**src/hdl/rlss_pkg.sv**
```systemverilog
`timescale 1ns / 1ps
// ----------------------------------------------------------------------------
// rlss_pkg
// Shared types and constants of the raster line scroll sequencer.
// ----------------------------------------------------------------------------
package rlss_pkg;

  // Operation codes of an input transaction
  typedef enum logic [2:0] {
    OP_FRAME_START = 3'd0,
    OP_LINE_EVENT  = 3'd1,
    OP_TABLE_WRITE = 3'd2,
    OP_SELECT_SIDE = 3'd3,
    OP_READ_ENTRY  = 3'd4
  } op_e;

  // Configuration register indexes
  typedef enum logic [2:0] {
    CFG_CRT_TIMING    = 3'd0,
    CFG_DISPLAY_START = 3'd1,
    CFG_LINE_STEP     = 3'd2,
    CFG_SPRITE_OFFSET = 3'd3,
    CFG_END_LINE_LOW  = 3'd4,
    CFG_END_LINE_HIGH = 3'd5,
    CFG_READ_LIMIT    = 3'd6
  } cfg_reg_e;

  // scroll_update codes
  localparam logic [1:0] UPD_NONE   = 2'd0;
  localparam logic [1:0] UPD_XY     = 2'd1;
  localparam logic [1:0] UPD_Y_ONLY = 2'd2;

  // line_irq_control codes
  localparam logic [1:0] IRQ_KEEP  = 2'd0;
  localparam logic [1:0] IRQ_START = 2'd1;
  localparam logic [1:0] IRQ_STOP  = 2'd2;

  // back_layer codes
  localparam logic [1:0] BACK_KEEP = 2'd0;
  localparam logic [1:0] BACK_ON   = 2'd1;
  localparam logic [1:0] BACK_OFF  = 2'd2;

  localparam logic [15:0] TOP_SCROLL_X = 16'd256;
  localparam logic [15:0] PARKED_LINE  = 16'd255;

  // Register reset values
  localparam logic       RST_CRT_TIMING    = 1'b0;
  localparam logic [9:0] RST_DISPLAY_START = 10'd0;
  localparam logic [7:0] RST_LINE_STEP     = 8'd1;
  localparam logic [7:0] RST_SPRITE_OFFSET = 8'd16;
  localparam logic [9:0] RST_END_LINE_LOW  = 10'd256;
  localparam logic [9:0] RST_END_LINE_HIGH = 10'd352;  // 320 + 32
  localparam logic [9:0] RST_READ_LIMIT    = 10'd512;

  // One table entry
  typedef struct packed {
    logic [15:0] x;
    logic [15:0] y;
    logic [15:0] pattern;
  } entry_t;

  // Controller to datapath commands
  typedef struct packed {
    logic load;    // capture item, access table
    logic commit;  // update state, load result register
  } ctrl_cmd_t;

endpackage

```
**src/hdl/rlss_ctrl.sv**
```systemverilog
`timescale 1ns / 1ps
// ----------------------------------------------------------------------------
// rlss_ctrl
// Two-state controller: accept a transaction, then execute it into the
// result register once that register is free.
// ----------------------------------------------------------------------------
module rlss_ctrl (
  input  logic               clk_i,
  input  logic               rst_ni,
  input  logic               in_valid_i,
  output logic               in_stall_o,
  output logic               out_valid_o,
  input  logic               out_stall_i,
  output rlss_pkg::ctrl_cmd_t cmd_o
);

  typedef enum logic [1:0] {
    S_IDLE = 2'b01,
    S_EXEC = 2'b10
  } state_e;

  state_e state_q, state_d;
  logic   out_valid_q, out_valid_d;
  logic   slot_free;

  assign slot_free   = !out_valid_q || !out_stall_i;
  assign in_stall_o  = (state_q != S_IDLE);
  assign out_valid_o = out_valid_q;

  always_comb begin
    state_d      = state_q;
    cmd_o.load   = 1'b0;
    cmd_o.commit = 1'b0;
    unique case (state_q)
      S_IDLE: begin
        if (in_valid_i) begin
          cmd_o.load = 1'b1;
          state_d    = S_EXEC;
        end
      end
      S_EXEC: begin
        if (slot_free) begin
          cmd_o.commit = 1'b1;
          state_d      = S_IDLE;
        end
      end
      default: state_d = S_IDLE;
    endcase
  end

  always_comb begin
    out_valid_d = out_valid_q;
    if (cmd_o.commit) begin
      out_valid_d = 1'b1;
    end else if (out_valid_q && !out_stall_i) begin
      out_valid_d = 1'b0;
    end
  end

  always_ff @(posedge clk_i or negedge rst_ni) begin
    if (!rst_ni) begin
      state_q     <= S_IDLE;
      out_valid_q <= 1'b0;
    end else begin
      state_q     <= state_d;
      out_valid_q <= out_valid_d;
    end
  end

`ifndef SYNTH
  a_load_to_exec : assert property (@(posedge clk_i) disable iff (!rst_ni)
    cmd_o.load |=> (state_q == S_EXEC))
    else $error("accepted transaction did not move to execute");

  a_commit_slot_free : assert property (@(posedge clk_i) disable iff (!rst_ni)
    cmd_o.commit |-> (!out_valid_q || !out_stall_i))
    else $error("result overwrote an untaken result");

  a_commit_valid : assert property (@(posedge clk_i) disable iff (!rst_ni)
    cmd_o.commit |=> out_valid_q)
    else $error("committed result not presented");

  a_no_load_and_commit : assert property (@(posedge clk_i) disable iff (!rst_ni)
    !(cmd_o.load && cmd_o.commit))
    else $error("load and commit in the same cycle");
`endif

endmodule

```
**config.mk**
```make
export PLATFORM = sky130hd
export DESIGN_NAME = rlss_ctrl
export DESIGN_NICKNAME = d
export VERILOG_FILES = /design/src/hdl/rlss_pkg.sv /design/src/hdl/rlss_ctrl.sv
export SDC_FILE = /design/constraint.sdc
export NUM_CORES = 1
export LEC_CHECK = 0
export ABC_AREA = 1
export BUFFER_PORTS_ARGS = -buffer_cell sky130_fd_sc_hd__buf_4
export CORE_AREA = 2 2 39 41
export CTS_BUF_LIST = sky130_fd_sc_hd__clkbuf_8
export CTS_CLUSTER_DIAMETER = 150
export DETAILED_ROUTE_END_ITERATION = 8
export DIE_AREA = 0 0 41 43
export PLACE_DENSITY = 0.33
export RECOVER_POWER = 100
export REMOVE_ABC_BUFFERS = 1
export SLEW_MARGIN = 20
export SYNTH_ARGS = -nofsm -noshare
export SYNTH_HDL_FRONTEND = slang
export SYNTH_SLANG_ARGS = --single-unit
export TNS_END_PERCENT = 10
```
**constraint.sdc**
```tcl
create_clock -name clk_i -period 1 [get_ports clk_i]
set_input_delay 0.2 -clock clk_i [delete_from_list [all_inputs] [get_ports clk_i]]
set_output_delay 0.2 -clock clk_i [all_outputs]
set_load 0.05 [all_outputs]
```
-- After elaboration in Yosys (flattened, before gate mapping)
Index checks and enable logic that the tools add are counted.
- memories kept: 0
- output and inout bits: 4
- bits in latches: 0
- register bits after elaboration: 3
- RAM bits: 0
- ROM bits: 0
- add/sub/neg operators: 0
- multiply operators: 0
- bitwise gates (word level): 0
- multiplexer cells: 9
- $lt $le $gt $ge: 0
- divide/modulo/power cells: 0
- shift operators: 0
- equal/unequal tests: 5
- reductions and logical operators: 6
- operators with widths (operator ; number):
    2-to-1 mux 1 bit ; 6
    2-to-1 mux 2 bit ; 2
    != test 2 bit, second input constant ; 2
    one-hot mux 2 bit (2 select lines) ; 1
    == test 2 x 1 -> 1 bit, second input constant ; 1
    == test 2 bit, second input constant ; 1
    logical NOT 1 bit ; 2
    != test 2 x 1 -> 1 bit, second input constant ; 1
    AND reduction 2 bit ; 1
    nonzero test 2 bit ; 1
    logical AND 1 bit ; 1
    logical OR 1 bit ; 1

-- Logic depth before layout (Yosys ltp)
Gate-level depths: netlist (run 1).
- depth after elaboration: 5
- gate-level depth with buffers: 4
- gate-level depth less buffers: 4

-- Least setup slack after synthesis (run 1)
OpenSTA, ideal clock, no wires.
- path type: register to output
- from: register out_valid_q (netlist: out_valid_o)
- to: output port cmd_o[0] in the netlist's numbering
- setup slack: -144 ps
- path buffers: 1
- data arrival time: 944 ps
- required time: 800 ps
- cell stages (with the launch flop): 3
- cells stage by stage: dfrtp_1 -> a21oi_1 -> buf_4
- RTL lines (element ; line ; text):
    start, declared ; rlss_ctrl.sv:23 ; logic out_valid_q, out_valid_d;
    start signal, assigned ; rlss_ctrl.sv:66 ; out_valid_q <= out_valid_d;
    end, declared ; rlss_ctrl.sv:14 ; output rlss_pkg::ctrl_cmd_t cmd_o

==> results of run 1 <==
-- cell usage after synthesis --
cell type | n | area share [%]
nand2_2 | 1 | 4.5
dfstp_2 | 1 | 19
nand2_1 | 3 | 8.0
dfrtp_1 | 2 | 36
inv_1 | 3 | 8.0
nor2_2 | 2 | 8.9
a21oi_1 | 1 | 3.6
buf_4 | 1 | 5.4
o21ai_1 | 1 | 3.6
nand3_1 | 1 | 3.6
-- state kept, by name, summed over array words and instances (netlist names) --
register / flops
state_q: 2
out_valid_o: 1
-- metrics by stage --
step	total power, mW	setup slack (ns)	util (%)	hold slack [ns]	TNS [ns]
floorplan	0.250	-0.601	-	-0.0956	-0.821
global placement	0.316	-0.0961	16.5	-0.00822	-0.145
detailed placement	0.317	-0.0915	16.5	-0.00551	-0.140
CTS	0.718	-0.262	23.5	0.268	-0.707
global route	0.756	-0.316	23.2	0.281	-0.938
finish	0.702	-0.262	23.2	0.273	-0.695
-- timing repair --
| item | CTS | global route |
|---|---|---|
| hold endpoints to repair | 3 | 0 |
| hold buffers | 1 | 0 |
| setup endpoints to repair | 4 | 6 |
| pin swaps | 1 | 0 |
| buffers inserted | 2 | 0 |
| gates resized for setup | 9 | 0 |
-- cells by family (layout without fill, tap and decap cells) --
group	Yosys count	in the layout	share of synthesized area [%]
and+or+nand+nor	7	7	25.0
buffers and inverters	4	20	13.4
DFF	3	3	54.5
AOI/OAI and AO/OA	2	2	7.14
-- final timing paths --
kind                                         start                       to  slack [ns]  cells past startpoint
setup / recovery            state_q[0]$_DFFE_PN1P_                 cmd_o[1]       -0.26                      3
hold / removal                         out_stall_i  out_valid_o$_DFFE_PN0P_        0.27                      3
setup reg to reg            state_q[0]$_DFFE_PN1P_   state_q[1]$_DFFE_PN0P_       -0.01                      4
hold reg to reg            out_valid_o$_DFFE_PN0P_  out_valid_o$_DFFE_PN0P_        0.61                      2
max in group asynchronous                   rst_ni   state_q[0]$_DFFE_PN1P_        0.43                      2
min in group asynchronous                   rst_ni  out_valid_o$_DFFE_PN0P_        0.34                      2
-- final cells by class --
cell class / instances / area [um^2] / share of cell area [%]
inverters: 3 / 11.3 / 3.50
clock buffers: 3 / 41.3 / 12.8
well taps: 16 / 20.0 / 6.23
multi-input cells: 9 / 53.8 / 16.7
flip-flops and latches: 3 / 76.3 / 23.7
clock inverters: 1 / 3.75 / 1.17
repair buffers: 13 / 115 / 35.8
-- power groups by stage --
| stage | combinational [mW] | sequential (mW) | clock [mW] |
|---|---|---|---|
| 6_report | 0.203 | 0.155 | 0.344 |
| 5_1_grt | 0.215 | 0.157 | 0.384 |
| 4_1_cts | 0.206 | 0.154 | 0.358 |
| 3_5_place_dp | 0.165 | 0.152 | 0 |
| 3_3_place_gp | 0.164 | 0.152 | 0 |
| 2_1_floorplan | 0.0815 | 0.169 | 0 |
-- critical path, cell delays in order (launching register included) --
cell	delay, ns
dfstp_2	0.54
nand3_2	0.08
inv_2	0.08
buf_8	0.14
-- per-layer routing --
metal  vias to the layer above  routed length, um  track usage, %
met4                         0                  0            8.00
met5                         -                  0               0
met2                         7                167            7.50
li1                         78                  -               -
met3                         0                 39            7.85
met1                        71                172            6.49
-- cell usage in the layout, fill, tap and decap left out --
master and count:
buf_4 7, nand3_2 1, dfstp_2 1, dlygate4sd3_1 1, inv_2 2, o21ai_1 1, nand2_2 1, clkbuf_1 1
nor2_2 2, buf_6 3, a21oi_2 1, buf_8 1, dfrtp_1 2, nand2_1 3, clkbuf_8 3, inv_1 2
==> summary.md, run 1 <==
| Metric | Value |
|---|---|
| Clock-pin transition on the worst setup and hold timing paths | 0.03 ns |
| Post-layout minimum cycle time | 1.26 ns |
| Flops & latches, synth | 3 |
| Initial Util | 10.1% |
| DRC viols | 0 |
| Vias in the first global route | 178 |
| Ant diodes | 0 |
| Final Setup Violations | 4 |
| Flop pwr share | 22.0% |
| Hold WC Path Type | primary input to flip-flop |
| H-Tree Depth | 1 |
| Num Clock Sinks | 3 |
| First-pass GRT wire length | 690 um |
| F_max | 792 MHz |
| Root buffer cell | clkbuf_8 |
| Clk_lat worst skew | 0.22 ns |
| Crit path max fanout | 3 |
| PortBufs | 7 |
| Peak VDD IR | 0.000737 V |
| Crit Path Class | flip-flop to primary output |
| Internal power | 489 uW |
| GRT overflow | 0 |
| Clk_skew | 0.00114 ns |
| Fill cell count | 147 |
| Req. time, crit path | 0.80 ns |
| Routed WL | 379 um |
| Cell area power density | 2180 mW/mm^2 |
| Avg Cell Area, Syn | 8.76 um^2 |
| # nets final | 37 |
| Non-filler cells, final | 48 |
| Max Slew Vio Count | 0 |
| Clock power share | 49.0% |
| Largest net degree at the start of global routing | 4 |
| Hold Vio Cnt, Final | 0 |
| Initial antenna violation count | 0 |
| Die width | 41 um |
| Register area share after synthesis | 54.5% |
| Synth warn | 0 |
| Unrepaired setup endpoints after global routing | yes |
| Clock Tree Buf Depth | 2 |
| Placed Cells incl. Taps | 41 |
| Post-synthesis instance total | 16 |
| Gpl congestion | 0.749 |
| Critical Path AT | 1.06 ns |
| Avg Vias per Cell | 3.25 |
| Max-Cap Viols | 0 |
| Synth cell types | 10 |
| Area of the core | 0.00138 mm^2 |
| Routed WL per cell | 7.90 um |
| Num rows | 14 |
| Combinational power share | 28.9% |
| Worst-margin pin slew | 0.170 ns |
| Detail Placement HPWL | 256 um |
| Chip height | 43 um |
| P&R area growth vs syn | 129% |
| Outcome | finished with violations |
| 1st-iter DRT viols | 2 |
| Post-Synthesis Cell Area | 140 um^2 |
| Ports | 8 |
| CTS buffer count | 3 |
| Vias | 156 |
| CTS tree | built |
| Post-Layout Inst Area | 322 um^2 |
| Fraction of layout instances using a drive strength above 1 | 68.8% |
| Leakage | 0.166 nW |
| Worst setup slack after layout | -0.262 ns |
| Net Sw Frac | 30.3% |
| Final ANT Viol Nets | 0 |
| GRT Resource Usage Total | 7.15% |
| Relative slew slack | 88.7% |
| Fin crit share | 126% |
| Failing checks | setup timing |
| Crit start category | flip-flop |
| Crit end category | primary output |
| Net Sw Power | 212 uW |
| Placed Area | 228 um^2 |
| Full die area | 0.00176 mm^2 |
| Pre-antenna DRT Iters | 2 |
No activity file was read; power rests on OpenSTA's default activity.
==> inputs of run 2 (changes only) <==
==> constraint.sdc (replaced) <==
create_clock -name clk_i -period 1 [get_ports clk_i]
set_input_delay 0.2 -clock clk_i [delete_from_list [all_inputs] [get_ports clk_i]]
set_output_delay 0.2 -clock clk_i [all_outputs]
set_load 0.1 [all_outputs]
==> summary.md, run 2 (same netlist as run 1, synthesis figures left out) <==
| Metric | Value |
|---|---|
| GRT overflow | 0 (unchanged) |
| Initial Util | 10.1% (unchanged) |
| Clock-pin transition on the worst setup and hold timing paths | 0.03 ns (about the same) |
| Fraction of layout instances using a drive strength above 1 | 65.6% (-3.1 points) |
| Largest register FFs | 2 (unchanged) |
| Full die area | 0.00176 mm^2 (unchanged) |
| Top reg by flops | state_q |
| DRC viols | 0 (unchanged) |
| Avg Vias per Cell | 3.27 (+0.64%) |
| Die width | 41 um (unchanged) |
| Worst setup slack after layout | -0.279 ns (-0.0174 ns) |
| Final Setup Violations | 4 (unchanged) |
| Hold Vio Cnt, Final | 0 (unchanged) |
| Ant diodes | 0 (unchanged) |
| Placed Area | 228 um^2 (unchanged) |
| Fill cell count | 147 (unchanged) |
| Ports | 8 (unchanged) |
| Vias in the first global route | 155 (-13%) |
| Commonest non-fill, non-tap cells in the layout | 5 x buf_4, 3 x inv_1, 3 x nand2_1, 3 x clkbuf_8, 3 x buf_12 |
| Routed WL per cell | 7.29 um (-7.7%) |
| Pre-antenna DRT Iters | 1 (-1) |
| 1st-iter DRT viols | 0 (-2) |
| Root buffer cell | clkbuf_8 |
| Post-layout minimum cycle time | 1.28 ns (+0.0174 ns) |
| Vias | 157 (+0.64%) |
| Leakage | 0.175 nW (+5.3%) |
| CTS tree | built |
| Largest net degree at the start of global routing | 4 (unchanged) |
| Num Clock Sinks | 3 (unchanged) |
| Area of the core | 0.00138 mm^2 (unchanged) |
| Commonest non-fill, non-tap cell in the layout | buf_4 |
| GRT Resource Usage Total | 5.84% (-1.3 points) |
| Crit start category | flip-flop |
| Crit end category | primary output |
| Worst-margin pin slew | 0.201 ns (+0.0313 ns) |
| Crit Path Class | flip-flop to primary output |
| Num rows | 14 (unchanged) |
| Worst slack, placed | -0.199 ns (-0.108 ns) |
| Relative slew slack | 86.6% (-2.1 points) |
| Req. time, crit path | 0.80 ns (about the same) |
| F_max | 782 MHz (-1.4%) |
| Hold WC Path Type | primary input to flip-flop |
| Chip height | 43 um (unchanged) |
| Max-Cap Viols | 0 (unchanged) |
| Crit path max fanout | 3 (unchanged) |
| Clock Tree Buf Depth | 2 (unchanged) |
| Critical Path AT | 1.08 ns (+0.02 ns) |
| Failing checks | setup timing |
| H-Tree Depth | 1 (unchanged) |
| Clk_skew | 0.00194 ns (+0.000794 ns) |
| P&R area growth vs syn | 146% |
| Clk_lat worst skew | 0.22 ns (about the same) |
| Final hold slack | 0.267 ns (-0.00616 ns) |
| First-pass GRT wire length | 593 um (-14%) |
| Fin crit share | 128% (+1.7 points) |
| # nets final | 37 (unchanged) |
| Unrepaired setup endpoints after global routing | yes |
| Cell area power density | 2330 mW/mm^2 (+6.7%) |
| Final ANT Viol Nets | 0 (unchanged) |
| Outcome | finished with violations |
| Routed WL | 350 um (-7.7%) |
| Gpl congestion | 0.743 (-0.72%) |
| Initial antenna violation count | 0 (unchanged) |
| Peak VDD IR | 0.000922 V (+25%) |
| PortBufs | 7 (unchanged) |
| Post-Layout Inst Area | 345 um^2 (+7.4%) |
| CTS buffer count | 3 (unchanged) |
| Detail Placement HPWL | 243 um (-5.2%) |
| Max Slew Vio Count | 0 (unchanged) |
| Power, Total | 804 uW (+15%) |
[run 2: power breakdown]
part,switching (mW),total [mW],internal [mW],leakage (nW)
sequential,0.0118,0.153,0.141,0.0367
combinational,0.196,0.306,0.110,0.111
clock,0.0835,0.345,0.262,0.0269
[run 2: path summary, 6_finish.rpt]
path / cells after the start / slack [ns] / from / end
min in group asynchronous: 2 / 0.32 / rst_ni / state_q[1]$_DFFE_PN0P_
min: 3 / 0.27 / out_stall_i / out_valid_o$_DFFE_PN0P_
max: 4 / -0.28 / state_q[0]$_DFFE_PN1P_ / cmd_o[0]
max reg2reg: 5 / 0.02 / state_q[0]$_DFFE_PN1P_ / state_q[0]$_DFFE_PN1P_
min reg2reg: 3 / 0.62 / state_q[0]$_DFFE_PN1P_ / state_q[1]$_DFFE_PN0P_
max in group asynchronous: 2 / 0.45 / rst_ni / state_q[0]$_DFFE_PN1P_
[run 2: timing repair]
item,CTS,global route
endpoints found under the setup margin,4,5
setup buffers,2,0
pin swaps,1,0
endpoints found under the hold margin,3,0
gates resized for setup,13,1
hold buffers,1,0
[run 2: layout make-up]
class | count | area [um^2] | area share (%)
flip-flops and latches | 3 | 76.3 | 22.1
inverters | 3 | 11.3 | 3.26
repair buffers | 13 | 139 | 40.2
well taps | 16 | 20.0 | 5.80
multi-input cells | 9 | 53.8 | 15.6
clock inverters | 1 | 3.75 | 1.09
clock buffers | 3 | 41.3 | 12.0
[run 2: through the flow]
stage	TNS (ns)	cells	util [%]
5_1_grt	-1.01	48	25.0
4_1_cts	-0.874	48	25.0
3_3_place_gp	-0.282	41	16.5
2_1_floorplan	-3.43	15	-
3_5_place_dp	-0.292	41	16.5
6_report	-0.845	48	25.0
[run 2: worst max-delay path: stages (launching register included)]
cell and delay [ns]:
dfstp_2 0.53, inv_1 0.05, nand2_2 0.07, a21oi_2 0.05, buf_12 0.17
[run 2: routing by layer]
layer  GRT usage (%)  routed length [um]  vias to the layer above
met5               0                   0                        -
met4            6.00                   5                        0
met3            4.71                  49                        2
met2            5.63                 135                        9
met1            7.14                 159                       67
li1                -                   -                       79
